--- config.mk ---
export PLATFORM = sky130hd
export DESIGN_NAME = tmvp_ctrl
export DESIGN_NICKNAME = d
export VERILOG_FILES = /design/src/hw/rtl/tmvp_pkg.sv /design/src/hw/rtl/tmvp_ctrl.sv
export SDC_FILE = /design/constraint.sdc
export NUM_CORES = 1
export LEC_CHECK = 0
export BUFFER_PORTS_ARGS = -buffer_cell sky130_fd_sc_hd__buf_4
export CAP_MARGIN = 20
export CORE_UTILIZATION = 40
export CTS_CLUSTER_DIAMETER = 150
export DETAILED_ROUTE_END_ITERATION = 16
export GPL_TIMING_DRIVEN = 1
export MAX_ROUTING_LAYER = met4
export SLEW_MARGIN = 40
export SYNTH_ARGS = -nofsm -noshare
export SYNTH_HDL_FRONTEND = slang
export SYNTH_SLANG_ARGS = --single-unit
--- constraint.sdc ---
create_clock -name i_clk -period 1.73 [get_ports i_clk]
set_clock_uncertainty 0.1 [all_clocks]
set_input_delay 0.173 -clock i_clk [delete_from_list [all_inputs] [get_ports i_clk]]
set_output_delay 0.173 -clock i_clk [all_outputs]
set_load 0.02 [all_outputs]
--- src/hw/rtl/tmvp_pkg.sv ---
// ----------------------------------------------------------------------------
// tmvp_pkg
// Shared types and constants of the topology mirror vertex pairing block.
// ----------------------------------------------------------------------------
package tmvp_pkg;

    localparam int CFG_W  = 11;
    localparam int VIDX_W = 10;
    localparam int HASH_W = 32;

    localparam logic CMD_LOAD = 1'b0;
    localparam logic CMD_READ = 1'b1;

    typedef struct packed {
        logic              command;
        logic [VIDX_W-1:0] vert_a;
        logic [VIDX_W-1:0] vert_b;
        logic              last_edge;
        logic [VIDX_W-1:0] query_vertex;
    } t_item;

    typedef struct packed {
        logic [VIDX_W-1:0] vertex_index;
        logic [VIDX_W-1:0] mirror_index;
        logic              has_mirror;
        logic              status;
    } t_result;

    typedef enum logic [4:0] {
        ST_IDLE, ST_INIT, ST_EDGE_RD, ST_EDGE_CHK, ST_MUL1, ST_WR1, ST_RD2,
        ST_MUL2, ST_WR2, ST_COPY_RD, ST_COPY_WR, ST_DIST_RDV, ST_DIST_LATV,
        ST_DIST_RDU, ST_DIST_CMP, ST_DECIDE, ST_GRP_RDV, ST_GRP_LATV,
        ST_GRP_RDU, ST_GRP_CMP, ST_GRP_WR, ST_DONE
    } t_state;

    typedef enum logic [4:0] {
        OP_IDLE, OP_INIT, OP_EDGE_RD, OP_EDGE_CHK, OP_MUL1, OP_WR1, OP_RD2,
        OP_MUL2, OP_WR2, OP_COPY_RD, OP_COPY_WR, OP_DIST_RDV, OP_DIST_LATV,
        OP_DIST_RDU, OP_DIST_CMP, OP_DECIDE, OP_GRP_RDV, OP_GRP_LATV,
        OP_GRP_RDU, OP_GRP_CMP, OP_GRP_WR, OP_DONE
    } t_op;

    typedef struct packed {
        t_op  op;
        logic busy;
    } t_dp_cmd;

    typedef struct packed {
        logic last_v;
        logic edges_done;
        logic skip;
        logic deg;
        logic v_zero;
        logic match;
        logic u_last_dist;
        logic u_last;
        logic stop;
    } t_dp_sts;

endpackage

--- src/hw/rtl/tmvp_ctrl.sv ---
// ----------------------------------------------------------------------------
// tmvp_ctrl
// Sequencer of the analysis: degree count, hash passes, distinct count and
// pairing, driven by datapath status.
// ----------------------------------------------------------------------------
module tmvp_ctrl (
    input  logic              i_clk,
    input  logic              i_rst_n,
    input  logic              i_go,
    input  tmvp_pkg::t_dp_sts i_sts,
    output tmvp_pkg::t_dp_cmd o_cmd
);

    tmvp_pkg::t_state r_state, n_state;

    always_ff @(posedge i_clk) begin
        if (!i_rst_n) begin
            r_state <= tmvp_pkg::ST_IDLE;
        end else begin
            r_state <= n_state;
        end
    end

    always_comb begin
        n_state = r_state;
        unique case (r_state)
            tmvp_pkg::ST_IDLE: begin
                if (i_go) n_state = tmvp_pkg::ST_INIT;
            end
            tmvp_pkg::ST_INIT: begin
                if (i_sts.last_v) n_state = tmvp_pkg::ST_EDGE_RD;
            end
            tmvp_pkg::ST_EDGE_RD: begin
                if (i_sts.edges_done) begin
                    n_state = i_sts.deg ? tmvp_pkg::ST_COPY_RD : tmvp_pkg::ST_DIST_RDV;
                end else begin
                    n_state = tmvp_pkg::ST_EDGE_CHK;
                end
            end
            tmvp_pkg::ST_EDGE_CHK: begin
                n_state = i_sts.skip ? tmvp_pkg::ST_EDGE_RD : tmvp_pkg::ST_MUL1;
            end
            tmvp_pkg::ST_MUL1:    n_state = tmvp_pkg::ST_WR1;
            tmvp_pkg::ST_WR1:     n_state = tmvp_pkg::ST_RD2;
            tmvp_pkg::ST_RD2:     n_state = tmvp_pkg::ST_MUL2;
            tmvp_pkg::ST_MUL2:    n_state = tmvp_pkg::ST_WR2;
            tmvp_pkg::ST_WR2:     n_state = tmvp_pkg::ST_EDGE_RD;
            tmvp_pkg::ST_COPY_RD: n_state = tmvp_pkg::ST_COPY_WR;
            tmvp_pkg::ST_COPY_WR: begin
                n_state = i_sts.last_v ? tmvp_pkg::ST_EDGE_RD : tmvp_pkg::ST_COPY_RD;
            end
            tmvp_pkg::ST_DIST_RDV: n_state = tmvp_pkg::ST_DIST_LATV;
            tmvp_pkg::ST_DIST_LATV: begin
                if (i_sts.v_zero) begin
                    n_state = i_sts.last_v ? tmvp_pkg::ST_DECIDE : tmvp_pkg::ST_DIST_RDV;
                end else begin
                    n_state = tmvp_pkg::ST_DIST_RDU;
                end
            end
            tmvp_pkg::ST_DIST_RDU: n_state = tmvp_pkg::ST_DIST_CMP;
            tmvp_pkg::ST_DIST_CMP: begin
                if (i_sts.match || i_sts.u_last_dist) begin
                    n_state = i_sts.last_v ? tmvp_pkg::ST_DECIDE : tmvp_pkg::ST_DIST_RDV;
                end else begin
                    n_state = tmvp_pkg::ST_DIST_RDU;
                end
            end
            tmvp_pkg::ST_DECIDE: begin
                n_state = i_sts.stop ? tmvp_pkg::ST_GRP_RDV : tmvp_pkg::ST_COPY_RD;
            end
            tmvp_pkg::ST_GRP_RDV:  n_state = tmvp_pkg::ST_GRP_LATV;
            tmvp_pkg::ST_GRP_LATV: n_state = tmvp_pkg::ST_GRP_RDU;
            tmvp_pkg::ST_GRP_RDU:  n_state = tmvp_pkg::ST_GRP_CMP;
            tmvp_pkg::ST_GRP_CMP: begin
                n_state = i_sts.u_last ? tmvp_pkg::ST_GRP_WR : tmvp_pkg::ST_GRP_RDU;
            end
            tmvp_pkg::ST_GRP_WR: begin
                n_state = i_sts.last_v ? tmvp_pkg::ST_DONE : tmvp_pkg::ST_GRP_RDV;
            end
            tmvp_pkg::ST_DONE: n_state = tmvp_pkg::ST_IDLE;
            default:           n_state = tmvp_pkg::ST_IDLE;
        endcase
    end

    always_comb begin
        o_cmd.busy = (r_state != tmvp_pkg::ST_IDLE);
        unique case (r_state)
            tmvp_pkg::ST_IDLE:      o_cmd.op = tmvp_pkg::OP_IDLE;
            tmvp_pkg::ST_INIT:      o_cmd.op = tmvp_pkg::OP_INIT;
            tmvp_pkg::ST_EDGE_RD:   o_cmd.op = tmvp_pkg::OP_EDGE_RD;
            tmvp_pkg::ST_EDGE_CHK:  o_cmd.op = tmvp_pkg::OP_EDGE_CHK;
            tmvp_pkg::ST_MUL1:      o_cmd.op = tmvp_pkg::OP_MUL1;
            tmvp_pkg::ST_WR1:       o_cmd.op = tmvp_pkg::OP_WR1;
            tmvp_pkg::ST_RD2:       o_cmd.op = tmvp_pkg::OP_RD2;
            tmvp_pkg::ST_MUL2:      o_cmd.op = tmvp_pkg::OP_MUL2;
            tmvp_pkg::ST_WR2:       o_cmd.op = tmvp_pkg::OP_WR2;
            tmvp_pkg::ST_COPY_RD:   o_cmd.op = tmvp_pkg::OP_COPY_RD;
            tmvp_pkg::ST_COPY_WR:   o_cmd.op = tmvp_pkg::OP_COPY_WR;
            tmvp_pkg::ST_DIST_RDV:  o_cmd.op = tmvp_pkg::OP_DIST_RDV;
            tmvp_pkg::ST_DIST_LATV: o_cmd.op = tmvp_pkg::OP_DIST_LATV;
            tmvp_pkg::ST_DIST_RDU:  o_cmd.op = tmvp_pkg::OP_DIST_RDU;
            tmvp_pkg::ST_DIST_CMP:  o_cmd.op = tmvp_pkg::OP_DIST_CMP;
            tmvp_pkg::ST_DECIDE:    o_cmd.op = tmvp_pkg::OP_DECIDE;
            tmvp_pkg::ST_GRP_RDV:   o_cmd.op = tmvp_pkg::OP_GRP_RDV;
            tmvp_pkg::ST_GRP_LATV:  o_cmd.op = tmvp_pkg::OP_GRP_LATV;
            tmvp_pkg::ST_GRP_RDU:   o_cmd.op = tmvp_pkg::OP_GRP_RDU;
            tmvp_pkg::ST_GRP_CMP:   o_cmd.op = tmvp_pkg::OP_GRP_CMP;
            tmvp_pkg::ST_GRP_WR:    o_cmd.op = tmvp_pkg::OP_GRP_WR;
            tmvp_pkg::ST_DONE:      o_cmd.op = tmvp_pkg::OP_DONE;
            default:                o_cmd.op = tmvp_pkg::OP_IDLE;
        endcase
    end

endmodule

# After elaboration in Yosys (flattened, before gate mapping)
# Memory sizes are Yosys's and may differ from the RTL's. A register that Yosys moved wholly into a read port is not among the register bits.
# Index checks and enable logic that the tools add are counted.
# word_totals
n_memories	1
wordCells	43
ramBits	0
latch_bits	0
rom_bits	160
out_inout_bits	6
in_bits	12
regBits	5
# op_classes
magnitude_cmp	0
shifts	0
div	0
n_bitwise	0
addsub	0
reduce_logical	4
muxes	15
mul	0
eq_ne	22
# mem_list
name	depth	word_bits	rd	rd_clocked_by_memory_dff	wr	line	source
(no name shown)	32	5	1	1	0	tmvp_ctrl.sv:87	unique case (r_state)
# ops
op	count
$pmux 5 s21	1
$eq 5x4->1 const B	8
$eq 5x5->1 const B	5
$mux 5	5
$eq 5x3->1 const B	4
$mux 3	6
$eq 5x2->1 const B	2
$mux 4	2
$eq 5x1->1 const B	1
$logic_not 5->1	1
$reduce_bool 5->1	1
$ne 2x2->1 const B	2
$mux 2	1
$reduce_and 2->1	1
$logic_or 1x1->1	1

# Logic depth before layout (Yosys ltp)
# logic_depth
depth_word	5
depth_mapped	6
ltp_nobuf	5

# Least setup slack after synthesis
# Ideal clock, no wire load.
# synth_timing
path_type	register to register
from	register r_state[2]
to	register o_cmd[1] (netlist name)
arrival_ns	1.258
setup_slack_ns	0.254
required_time_ns	1.511
path_stages_with_launch	7
path_buffers	1
cell_sequence	dfxtp_1 buf_6 or2_1 a2111oi_0 o21ai_0 nand2_1 o21ai_1
# synth_via
elab_chain_cells	5
word_cells_on_any_way	27
# synth_rtl
item	line	source
from (decl)	tmvp_ctrl.sv:14	tmvp_pkg::t_state r_state, n_state;
from (signal assigned)	tmvp_ctrl.sv:18	r_state <= tmvp_pkg::ST_IDLE;
from (signal assigned)	tmvp_ctrl.sv:20	r_state <= n_state;
branches (longest 3 deep; another with $pmux 5 s21)	n/a	
$mux 5 (no source line) (*) (2 in series)	n/a	
# Mark *: on every way between the ends.
# A chain may end at the register's enable or synchronous reset.

==> flow_summary.yaml <==
run_status:
  outcome: "finished, final reports clean"
critical_path:
  worst-path-max-fanout: 11
  cp.arrival_ns: 1.36
  crit_slowest_cell: "dfxtp_1"
  crit_family: "simple AND/OR/NAND/NOR gates"
  worstSetupPathType: "reg2out"
  setup.worst_path.end_class: "primary output"
  startpoint: "r_state[3]$_SDFFE_PN0P_"
  cp_num_buf_inv: 1
  crit_required_ns: 1.46
  startpoint_type: "flip-flop"
  timing.rr.start: "r_state[3]$_SDFFE_PN0P_"
  cp_slowest_stage_delay_ns: 0.41
  cp_cell_sequence: "or2_1 -> nor3_2 -> nand2b_1 -> buf_4"
global_routing:
  gr-usage-all-layers_pct: 19.2
  grt_first_pass_wirelength_microns: 2470
  antenna_found_initial: 0
  grt_max_degree: 16
  grt_pass1_vias: 583
  overflow: 0
final_layout:
  num_antenna_cells: 0
  drive_above_1_share_pct: 26.5
  final_area_sq_um: 798
  finish.utilization_pct: 57.7
  area_delta_synth_final_pct: 26.6
  layout.nets: 115
  final_cells: 117
synth:
  synthCells: 85
  ys_ff_latch: 10
  synth_area_leaders: "dfxtp_1 32%, a21oi_1 11%, nand2_1 4.2%"
  yosysTopAreaCell: "dfxtp_1"
  ys_seq_area_share_pct: 31.7
  syn_area_per_cell_sq_um: 7.42
  synth_area_sq_um: 631
  syn_nets: 97
  yosysTopAreaCellShare_pct: 31.7
  ys_warn_count: 0
  synth_cell_types: 33
power_and_ir_drop:
  p_sw_mw: 0.408
  clockPowerShare_pct: 20.3
  switching_share_pct: 39.7
  peakVddDrop_uv: 753
  comb_power_share_pct: 43.9
  p_per_area_nw_per_um2: 1290
  p_leak_nw: 0.322
  pwr-share-seq_pct: 35.8
  p_int_mw: 0.620
  finalPower_mw: 1.03
die:
  dieArea_sq_um: 1740
  io_pins: 18
  die_h_microns: 41.7
  start_util_pct: 45.6
  coreArea_sq_um: 1380
  fp-row-count: 13
  die_w_microns: 41.7
route:
  drt-wirelength-per-cell_microns: 12.8
  vias_per_cell: 5.82
  drt_iter0_markers: 37
  vias: 681
  routed_wl_microns: 1500
  ant_nets: 0
  drt-pass1-iter-count: 4
  drc_errors: 0
sta:
  min_period_ns: 1.63
  relSlewSlack_pct: 69.9
  worst_slack_ns: 0.0988
  rsz0062_at_grt: "no"
  holdWs_ns: 0.130
  tns_ns: 0
  tightest_slew_ns: 0.446
  period_share_pct: 94.3
  setup_violations: 0
  drv_slew: 0
  fmax_mhz: 613
  final-hold-violation-count: 0
clocking:
  clkTransAtPathRegs_ns: 0.07
  clock-root-buffer: "clkbuf_4"
  insertion_delay_ns: 0.26
  hold_buffers: 0
  cts_buffers: 3
  cts.sinks: 10
  clockBufferDepth: 2
  tritoncts: "yes"
  h-tree-depth: 1
place:
  place_inst: 113
  place_ws_ns: 0.107
  numPortBuffers: 17
  place_area_sq_um: 754
  gp_congestion: 0.814
  hpwl_microns: 1110
min_path:
  worstHoldPathType: "in2reg"
  hold_path.startpoint: "i_rst_n"
run:
  cap_violations: 0
cell families after synthesis:
| logic type | share of synthesized area (%) |
|---|---|
| AO/OA/AOI/OAI | 34.1 |
| AND/OR/NAND/NOR | 22.6 |
| buffers and inverters | 10.1 |
| flip-flops | 31.7 |
| XOR/XNOR | 1.39 |
routing by layer:
layer | global-route usage [%] | share of wire, % | vias to the layer above
met1 | 24.0 | 44 | 301
met3 | 5.22 | 8.5 | 2
li1 | - | - | 348
met4 | 7.74 | 1.2 | 0
met5 | - | 0 | -
met2 | 29.1 | 46 | 30
worst register-to-register path: stages (launching register included):
cell and delay, ns:
dfxtp_1 0.41, or2_1 0.30, a2111oi_1 0.36, o21ai_0 0.12, nand2_1 0.15, o21ai_1 0.09
timing repair:
action	4_1_cts	5_1_grt
gates resized for setup	0	3
buffers inserted	0	0
setup endpoints to repair	0	3
area by class of cell:
type	instances	area, sq um
Fill cell	128	584
Multi-Input combinational cell	63	373
Sequential cell	10	201
Timing Repair Buffer	20	150
Clock buffer	4	36.3
Inverter	5	18.8
Tap cell	15	18.8
cells in the mapped netlist, drive strengths merged:
library cell,count
nand2,7
a22oi,1
nand3b,1
a31oi,1
o31ai,2
and2,2
clkbuf,2
a211oi,1
or2,1
o311ai,1
o32ai,1
nor3,1
buf,5
a2111oi,3
a311oi,1
a41oi,1
nor3b,1
nand2b,3
inv,5
nor2b,1
o221ai,1
xor2,1
nand4,2
dfxtp,10
nand3,2
nor2,6
or3,1
a21oi,14
o22a,1
o21ai,6
cell usage in the layout, fill, tap and decap left out, types with 2 or more instances in the layout:
master     synthesis  layout
buf_4              0      20
a21oi_1           14      14
dfxtp_1           10       9
nand2_1            7       7
nor2_1             6       6
inv_1              5       5
nand2b_1           3       3
o21ai_1            3       3
o21ai_0            3       3
clkbuf_4           0       3
o31ai_1            2       2
nand3_1            2       2
nand4_1            2       2
a2111oi_0          3       2
sequential cells by signal, indices dropped and copies added (netlist names):
name     count
o_cmd        5
r_state      5
path summary, 6_finish.rpt:
path | end | slack, ns | cells after the start
max | o_cmd[0] | 0.1 | 4
min | r_state[0]$_SDFFE_PN0P_ | 0.13 | 3
max reg2reg | r_state[0]$_SDFFE_PN0P_ | 0.1 | 5
min reg2reg | r_state[3]$_SDFFE_PN0P_ | 0.60 | 2
power by group through the flow:
stage	logic, mW	clock network [mW]	registers, mW
after global routing	0.496	0.224	0.384
after detailed placement	0.443	0	0.368
after floorplan	0.333	0	0.332
after global placement	0.444	0	0.368
after CTS	0.446	0.214	0.362
final	0.451	0.209	0.368
Power figures use the tool's default switching activity.
